**src/hw/rtl/assert_macros.svh**
```systemverilog
// Assertion helpers for the RTL.
`ifndef ASSERT_MACROS_SVH
`define ASSERT_MACROS_SVH

`ifndef ASSERT_OFF
`define ASSERT_PROP(lbl, clk, rst_n, prop) \
  lbl: assert property (@(posedge clk) disable iff (!(rst_n)) (prop)) \
    else $error("assertion failed");
`define ASSERT_NEVER(lbl, clk, rst_n, expr) \
  lbl: assert property (@(posedge clk) disable iff (!(rst_n)) !(expr)) \
    else $error("forbidden condition seen");
`else
`define ASSERT_PROP(lbl, clk, rst_n, prop)
`define ASSERT_NEVER(lbl, clk, rst_n, expr)
`endif

`endif

```
**src/hw/rtl/chc_pkg.sv**
```systemverilog
package chc_pkg;

  typedef enum logic [1:0] {
    OP_LOOKUP  = 2'd0,
    OP_INSERT  = 2'd1,
    OP_RELEASE = 2'd2,
    OP_PURGE   = 2'd3
  } op_e;

  typedef enum logic [1:0] {
    ST_DONE     = 2'd0,
    ST_MISS     = 2'd1,
    ST_FULL     = 2'd2,
    ST_NOTFOUND = 2'd3
  } status_e;

  typedef struct packed {
    logic [15:0] setting;
    logic [31:0] user;
    logic [15:0] handle;
  } chc_entry_t;

endpackage

```
**src/hw/rtl/chc_store.sv**
```systemverilog
module chc_store #(
  parameter int unsigned ENTRIES = 16,
  parameter int unsigned IW      = 4
) (
  input  logic                clk_i,
  input  logic                rst_ni,
  input  logic [IW-1:0]       raddr_i,
  output chc_pkg::chc_entry_t rdata_o,
  input  logic                we_i,
  input  logic [IW-1:0]       waddr_i,
  input  chc_pkg::chc_entry_t wdata_i
);
  import chc_pkg::*;

  chc_entry_t         mem_q [ENTRIES];
  chc_entry_t         rent_q;
  logic               rvld_q;
  logic [ENTRIES-1:0] vld_q;

  // entries never written read as all zero
  always_ff @(posedge clk_i or negedge rst_ni) begin
    if (!rst_ni) begin
      vld_q  <= '0;
      rvld_q <= 1'b0;
    end else begin
      rvld_q <= vld_q[raddr_i];
      if (we_i) begin
        vld_q[waddr_i] <= 1'b1;
      end
    end
  end

  always_ff @(posedge clk_i) begin
    rent_q <= mem_q[raddr_i];
    if (we_i) begin
      mem_q[waddr_i] <= wdata_i;
    end
  end

  assign rdata_o = rvld_q ? rent_q : '0;

endmodule

```
**src/hw/rtl/credential_handle_cache.sv**
```systemverilog
// Channel  | Handshake        | Word
// ---------+------------------+-----------------------------------------------
// request  | start, busy      | operation_i, setting_id_i, user_id_i, handle_in_i
// result   | done_o (strobe)  | status_o, handle_out_o, evicted_handle_o, slot_o
//
// One request at a time; busy is high from acceptance until the result strobe.
// Lookup, release and purge walk the entry memory one entry a cycle; lookup
// and release stop early on a hit, while purge always walks every entry.
// Insert probes the lock bits one a cycle from the victim pointer, then writes
// the victim and locks it, or reports full when every probed entry is locked.
// Reset clears all entries to null and free. The receiver cannot stall: the
// done_o strobe is high for one cycle only; a new request may start in that cycle.
`include "assert_macros.svh"

module credential_handle_cache #(
  parameter int unsigned ENTRIES = 16
) (
  input  logic        clk_i,
  input  logic        rst_ni,
  input  logic        start,
  output logic        busy,
  input  logic [1:0]  operation_i,
  input  logic [15:0] setting_id_i,
  input  logic [31:0] user_id_i,
  input  logic [15:0] handle_in_i,
  output logic        done_o,
  output logic [1:0]  status_o,
  output logic [15:0] handle_out_o,
  output logic [15:0] evicted_handle_o,
  output logic [3:0]  slot_o
);
  import chc_pkg::*;

  localparam int unsigned IW       = $clog2(ENTRIES);
  localparam logic [IW-1:0] LAST   = IW'(ENTRIES - 1);

  localparam logic [1:0] S_IDLE  = 2'd0;
  localparam logic [1:0] S_SCAN  = 2'd1;
  localparam logic [1:0] S_INS   = 2'd2;
  localparam logic [1:0] S_INSWR = 2'd3;

  logic [1:0]         state_q, state_d;
  logic [IW-1:0]      idx_q, idx_d;
  logic [IW-1:0]      ptr_q, ptr_d;
  logic [IW-1:0]      vict_q, vict_d;
  logic [ENTRIES-1:0] lock_q, lock_d;

  logic [1:0]  op_q;
  logic [15:0] sid_q;
  logic [31:0] uid_q;
  logic [15:0] hin_q;

  logic        done_q, done_d;
  logic [1:0]  status_q, status_d;
  logic [15:0] hout_q, hout_d;
  logic [15:0] ev_q, ev_d;
  logic [3:0]  slot_q, slot_d;

  logic          accept;
  logic [IW-1:0] raddr;
  chc_entry_t    rdata;
  logic          we;
  logic [IW-1:0] waddr;
  chc_entry_t    wdata;
  logic [IW-1:0] idx_nxt, ptr_nxt;
  logic          lk_hit, rl_hit, pg_hit;

  assign accept  = start && !busy;
  assign busy    = (state_q != S_IDLE);
  assign idx_nxt = (idx_q == LAST) ? '0 : idx_q + 1'b1;
  assign ptr_nxt = (ptr_q == LAST) ? '0 : ptr_q + 1'b1;

  assign lk_hit = (sid_q != 16'd0) && (rdata.setting == sid_q) && (rdata.user == uid_q)
                  && !lock_q[idx_q] && (rdata.handle != 16'd0);
  assign rl_hit = (hin_q != 16'd0) && (rdata.handle == hin_q);
  assign pg_hit = (sid_q != 16'd0) && (rdata.setting == sid_q);

  chc_store #(
    .ENTRIES (ENTRIES),
    .IW      (IW)
  ) u_store (
    .clk_i   (clk_i),
    .rst_ni  (rst_ni),
    .raddr_i (raddr),
    .rdata_o (rdata),
    .we_i    (we),
    .waddr_i (waddr),
    .wdata_i (wdata)
  );

  always_comb begin
    state_d  = state_q;
    idx_d    = idx_q;
    ptr_d    = ptr_q;
    vict_d   = vict_q;
    lock_d   = lock_q;
    done_d   = 1'b0;
    status_d = status_q;
    hout_d   = hout_q;
    ev_d     = ev_q;
    slot_d   = slot_q;
    raddr    = '0;
    we       = 1'b0;
    waddr    = idx_q;
    wdata    = rdata;

    case (state_q)
      S_IDLE: begin
        if (accept) begin
          idx_d   = '0;
          state_d = (operation_i == OP_INSERT) ? S_INS : S_SCAN;
        end
      end
      S_SCAN: begin
        raddr = idx_nxt;
        case (op_q)
          OP_LOOKUP: begin
            if (lk_hit) begin
              lock_d[idx_q] = 1'b1;
              done_d   = 1'b1;
              status_d = ST_DONE;
              hout_d   = rdata.handle;
              ev_d     = 16'd0;
              slot_d   = 4'(idx_q);
              state_d  = S_IDLE;
            end else if (idx_q == LAST) begin
              done_d   = 1'b1;
              status_d = ST_MISS;
              hout_d   = 16'd0;
              ev_d     = 16'd0;
              slot_d   = 4'd0;
              state_d  = S_IDLE;
            end
          end
          OP_RELEASE: begin
            if (rl_hit) begin
              lock_d[idx_q] = 1'b0;
              done_d   = 1'b1;
              status_d = ST_DONE;
              hout_d   = 16'd0;
              ev_d     = 16'd0;
              slot_d   = 4'(idx_q);
              state_d  = S_IDLE;
            end else if (idx_q == LAST) begin
              done_d   = 1'b1;
              status_d = ST_NOTFOUND;
              hout_d   = 16'd0;
              ev_d     = 16'd0;
              slot_d   = 4'd0;
              state_d  = S_IDLE;
            end
          end
          default: begin
            if (pg_hit) begin
              we            = 1'b1;
              wdata.setting = 16'd0;
              lock_d[idx_q] = 1'b0;
            end
            if (idx_q == LAST) begin
              done_d   = 1'b1;
              status_d = ST_DONE;
              hout_d   = 16'd0;
              ev_d     = 16'd0;
              slot_d   = 4'd0;
              state_d  = S_IDLE;
            end
          end
        endcase
        idx_d = idx_nxt;
      end
      S_INS: begin
        raddr = ptr_q;
        ptr_d = ptr_nxt;
        idx_d = idx_nxt;
        if (!lock_q[ptr_q]) begin
          vict_d  = ptr_q;
          state_d = S_INSWR;
        end else if (idx_q == LAST) begin
          done_d   = 1'b1;
          status_d = ST_FULL;
          hout_d   = 16'd0;
          ev_d     = 16'd0;
          slot_d   = 4'd0;
          state_d  = S_IDLE;
        end
      end
      S_INSWR: begin
        we             = 1'b1;
        waddr          = vict_q;
        wdata.setting  = sid_q;
        wdata.user     = uid_q;
        wdata.handle   = hin_q;
        lock_d[vict_q] = 1'b1;
        done_d         = 1'b1;
        status_d       = ST_DONE;
        hout_d         = 16'd0;
        ev_d           = rdata.handle;
        slot_d         = 4'(vict_q);
        state_d        = S_IDLE;
      end
      default: begin
        state_d = S_IDLE;
      end
    endcase
  end

  always_ff @(posedge clk_i or negedge rst_ni) begin
    if (!rst_ni) begin
      state_q <= S_IDLE;
      idx_q   <= '0;
      ptr_q   <= '0;
      vict_q  <= '0;
      lock_q  <= '0;
      done_q  <= 1'b0;
    end else begin
      state_q <= state_d;
      idx_q   <= idx_d;
      ptr_q   <= ptr_d;
      vict_q  <= vict_d;
      lock_q  <= lock_d;
      done_q  <= done_d;
    end
  end

  always_ff @(posedge clk_i) begin
    if (accept) begin
      op_q  <= operation_i;
      sid_q <= setting_id_i;
      uid_q <= user_id_i;
      hin_q <= handle_in_i;
    end
    status_q <= status_d;
    hout_q   <= hout_d;
    ev_q     <= ev_d;
    slot_q   <= slot_d;
  end

  assign done_o           = done_q;
  assign status_o         = status_q;
  assign handle_out_o     = hout_q;
  assign evicted_handle_o = ev_q;
  assign slot_o           = slot_q;

  `ASSERT_NEVER(a_done_idle, clk_i, rst_ni, done_o && busy)
  `ASSERT_PROP(a_accept_busy, clk_i, rst_ni, accept |=> busy)
  `ASSERT_PROP(a_full_all_locked, clk_i, rst_ni, (done_o && (status_o == ST_FULL)) |-> (&lock_q))
  `ASSERT_PROP(a_insert_locks, clk_i, rst_ni, (state_q == S_INSWR) |=> lock_q[$past(vict_q)])

endmodule

```
**config.mk**
```make
export PLATFORM = sky130hd
export DESIGN_NAME = credential_handle_cache
export DESIGN_NICKNAME = d
export VERILOG_FILES = /design/src/hw/rtl/chc_pkg.sv /design/src/hw/rtl/chc_store.sv /design/src/hw/rtl/credential_handle_cache.sv
export VERILOG_INCLUDE_DIRS = /design/src /design/src/hw/rtl
export SDC_FILE = /design/constraint.sdc
export NUM_CORES = 2
export LEC_CHECK = 0
export BUFFER_PORTS_ARGS = -buffer_cell sky130_fd_sc_hd__buf_2
export CORE_MARGIN = 2
export CORE_UTILIZATION = 60
export DETAILED_ROUTE_END_ITERATION = 8
export PLACE_DENSITY = 0.77
export SETUP_SLACK_MARGIN = 0.5
export SLEW_MARGIN = 15
export SYNTH_ARGS = -nofsm -noshare
export SYNTH_HDL_FRONTEND = slang
export SYNTH_SLANG_ARGS = --single-unit
```
**constraint.sdc**
```tcl
create_clock -name clk_i -period 7.3 [get_ports clk_i]
set_clock_uncertainty 0.2 [all_clocks]
set_input_delay 0.365 -clock clk_i [delete_from_list [all_inputs] [get_ports clk_i]]
set_output_delay 0.365 -clock clk_i [all_outputs]
set_load 0.05 [all_outputs]
```
==> metrics.md <==
| Metric | Value |
|---|---|
| Outcome | finished clean |
| Number of synthesized register bits | ~1200 |
| Arrival @ worst endpoint | 5.07 ns |
| Element type at the critical path start | register |
| R2R Path End | u_store.mem_q[15][22]$_DFFE_PP_ |
| GRT Total Usage | around 28% |
| Clock sink count | between 1000 and 1500 |
| Max-slew violations | 0 |
| Crit. Startpoint | u_store.rvld_q$_DFF_PN0_ |
| Lkg Pwr | between 15 and 20 nW |
| Most frequent cells in the layout | edfxtp_1 (1128), o21ai_0 (295), nand3b_1 (260), mux2i_1 (260), o211ai_1 (259) |
| Final period util | about two thirds |
| CTS H-tree depth | 3 |
| Max-Cap Viols | 0 |
| Die H | 296 microns |
| Reg2reg setup slack | roughly 2.3 ns |
| Power share of the combinational group | roughly a third |
| Synth Flop Type | edfxtp_1 |
| Avg WL per Cell | between 20 and 30 microns |
| Avg Cell Area, Syn | around 16 sq um |
| DRT antenna net count | 0 |
| CTS Buf Count | roughly 120 |
| Setup crit end kind | register |
| Worst r2r src | u_store.rvld_q$_DFF_PN0_ |
| Sw Ratio | between 30 and 40% |
| Asr flop ratio synth | 3.87% |
| RSZ-0062 raised after global routing | false |
| Sequential element share of the synthesized area | roughly 71% |
| CP max FO | a little over 50 |
| Number of synthesized flops with an enable pin | around 1100 |
| Postcts setup bufs | 0 |
| Req. time, crit path | 7.41 ns |
| Core Rows | ~110 |
| Filler cell count | approximately 5300 |
| Vias | roughly 31000 |
| Number of global-route vias before repair | a little over 30000 |
| Worst hold path type | input pin to register |
| Pwr Total | approximately 25 mW |
| DR iter-0 viols | ~3700 |
| Layout cells sized above 1 | approximately 14% |
| R2R depth | 9 |
| Clock Latency Late Sink | roughly 0.7 ns |
| Synth cell types | 69 |
| Largest net degree at the start of global routing | roughly 220 |
| Synth area leaders | edfxtp_1 (66%), mux2i_1 (5.1%), nand3b_1 (3.8%), o211ai_1 (3.8%), mux4_2 (3.2%) |
| Synth warnings | 0 |
| Sum of negative setup slack | 0 ns |
| Syn-to-layout area delta | 12.5% |
| IO Count | around 110 |
| Max incr delay on CP | between 0.9 and 1 ns |
| DRT Pass-1 Iters | 6 |
| Die area | slightly below 0.09 sq mm |
| CTS clock-pin slew for the worst setup and hold paths | ~0.060 ns |
| Syn_nets | 3320 |
| Flop pwr share | a little over two fifths |
| Final WL | between 100 and 150 mm |
| Final setup fails | 0 |
| Max VDD drop | roughly 0.46 mV |
| Synth area leader | edfxtp_1 |
| Synthesized area | 0.0510 sq mm |
| CP max-delay cell | dfrtp_2 |
| P_int | 15.8 mW |
| Achievable clock frequency | approximately 0.20 GHz |
| Crit path to | u_store.mem_q[15][22]$_DFFE_PP_ |
| Clock Tree Buf Depth | 3 |
| PD cells | roughly 430 mW/mm^2 |
| Post-Synthesis Cells | around 3200 |
| Initial antenna violation count | 4 |
| Fin. Hold Viols | 0 |
| Worst setup path class | register to register |
| Top cell type's share of synthesized area | approximately two thirds |
| Global-route wire length before repair | between 150 and 200 mm |
| CP Cell Sequence | nor4bb_1 -> a2bb2oi_1 -> a22oi_1 -> nand4_1 -> or2_1 -> o31ai_1 -> nand2_1 -> nor2_4 -> buf_4 |
| Die X-Extent | ~300 microns |
| Commonest non-fill, non-tap cell in the layout | edfxtp_1 |
| DP HPWL | approximately 62 mm |
| Remaining DRCs | 0 |
| Sw Pwr | about 9 mW |
| Slew Limit Headroom | a little under a quarter |
| Port Buffers | between 100 and 150 |
| Worst-Margin Slew | between 1 and 1.5 ns |
| Total gr overflow | 0 |
| Clock Power Share | between 20% and 30% |
| Root buffer cell | clkbuf_16 |
| Gpl congestion | 0.881 |
| Net count, final | around 3400 |
| Core footprint | roughly 0.084 sq mm |
| CTS tree | yes |
| Drt via density | between 6 and 7 |
| Initial Util | roughly three fifths |
| Crit path time final | a little under 5 ns |
==> routing by layer <==
metal  up-vias  global-route usage (%)  part of all wire [%]
met5         -                       0                 0.024
met4         4                    10.2                   3.1
met3       285                    3.94                   8.5
met2      1677                    46.0                    48
met1     15500                    39.6                    40
li1      13300                       -                     -
==> final cells by class <==
cell class              instances  area, sq um  share of cell area, %
diodes                          1         2.50                0.00436
repair buffers                237         1880                   3.27
inverters                      26         97.6                  0.170
well taps                    1134         1420                   2.47
clock buffers                 160         3310                   5.77
multi-input cells            1725        13800                   24.0
flip-flops and latches       1240        36400                   63.3
clock inverters                66          579                   1.01
==> state kept, by name, indices dropped and copies added, names as in the netlist, named ones only <==
signal,flops
u_store.mem_q,1024
u_store.rent_q,64
uid_q,32
evicted_handle_o,16
handle_out_o,16
hin_q,16
sid_q,16
u_store.vld_q,16
idx_q,4
ptr_q,4
slot_o,4
vict_q,4
op_q,2
state_q,2
status_o,2
done_o,1
u_store.rvld_q,1
==> how the worst min path moves through the flow <==
stage / from / endpoint / cells after the start
detailed placement: u_store.vld_q[3]$_DFFE_PN0P_ / u_store.vld_q[3]$_DFFE_PN0P_ / 1
global route: start / hin_q[14]$_DFFE_PP_ / 2
floorplan: rst_ni / async pin / 0
finish: start / hin_q[2]$_DFFE_PP_ / 2
CTS: start / hin_q[15]$_DFFE_PP_ / 2
global placement: u_store.vld_q[3]$_DFFE_PN0P_ / u_store.vld_q[3]$_DFFE_PN0P_ / 1
==> power groups by stage <==
| stage | Sequential (mW) | Combinational, mW | Clock [mW] |
|---|---|---|---|
| after floorplan | 10.6 | 5.46 | 0 |
| after global placement | 10.5 | 7.60 | 0 |
| after detailed placement | 10.5 | 7.89 | 0 |
| after CTS | 10.4 | 7.98 | 6.09 |
| after global routing | 10.5 | 8.67 | 6.36 |
| final | 10.4 | 8.09 | 6.04 |
==> worst max-delay path: cells and delay by family (launching register included) <==
kind | cells | cell delay (ns)
and+or+nand+nor | 5 | 1.88
DFF | 1 | 0.93
buffers and inverters | 1 | 0.86
AOI/OAI and AO/OA | 3 | 0.61
==> what timing repair did <==
| item | CTS | global route |
|---|---|---|
| hold buffers | 67 | 0 |
| endpoints found under the hold margin | 116 | 0 |
| gates resized for setup | 0 | 0 |
==> per-stage QoR <==
| stage | cell area (sq um) | instances | hold slack (ns) | utilization [%] | setup slack, ns |
|---|---|---|---|---|---|
| 6_report | 57400 | 4589 | 0.0526 | 68.4 | 2.34 |
| 3_3_place_gp | 52800 | 4293 | 0.251 | 62.9 | 2.51 |
| 2_1_floorplan | 51000 | 3241 | -0.131 | - | 1.92 |
| 3_5_place_dp | 52800 | 4293 | 0.254 | 62.9 | 2.45 |
| 5_1_grt | 57400 | 4588 | 0.0426 | 68.4 | 2.10 |
| 4_1_cts | 57400 | 4586 | 0.0216 | 68.4 | 2.40 |
==> synth_stat cells (6+ instances only) <==
cell type,instances
a22oi_1,14
nand2b_1,7
nor4_1,26
nor2_1,43
o211ai_1,259
nor3_1,17
mux4_2,73
dfrtp_1,48
xnor2_1,16
and2_1,13
buf_2,33
o21a_1,13
ha_1,10
nand3b_1,260
inv_1,26
o32a_1,15
nand3_1,20
a21oi_1,44
o21ai_1,10
nand4_1,9
a211oi_1,10
dfxtp_1,64
clkbuf_1,190
nor2b_1,9
o21ai_0,298
nand4b_1,11
mux2i_1,260
o21bai_1,17
a31o_2,6
xor2_1,16
buf_1,19
a311oi_1,6
edfxtp_1,1128
nand2_1,68
o22ai_1,21
a22o_1,77
nor4bb_1,12
==> cell families after synthesis <==
family                     share of synthesized area, %
DFF                                                71.2
AOI/OAI and AO/OA                                  10.8
and+or+nand+nor                                    6.56
muxes                                              8.43
buffers and inverters                              2.19
xor gates and xnor gates                          0.549
adders and majority gates                         0.245
No activity file was read; power rests on OpenSTA's default activity.
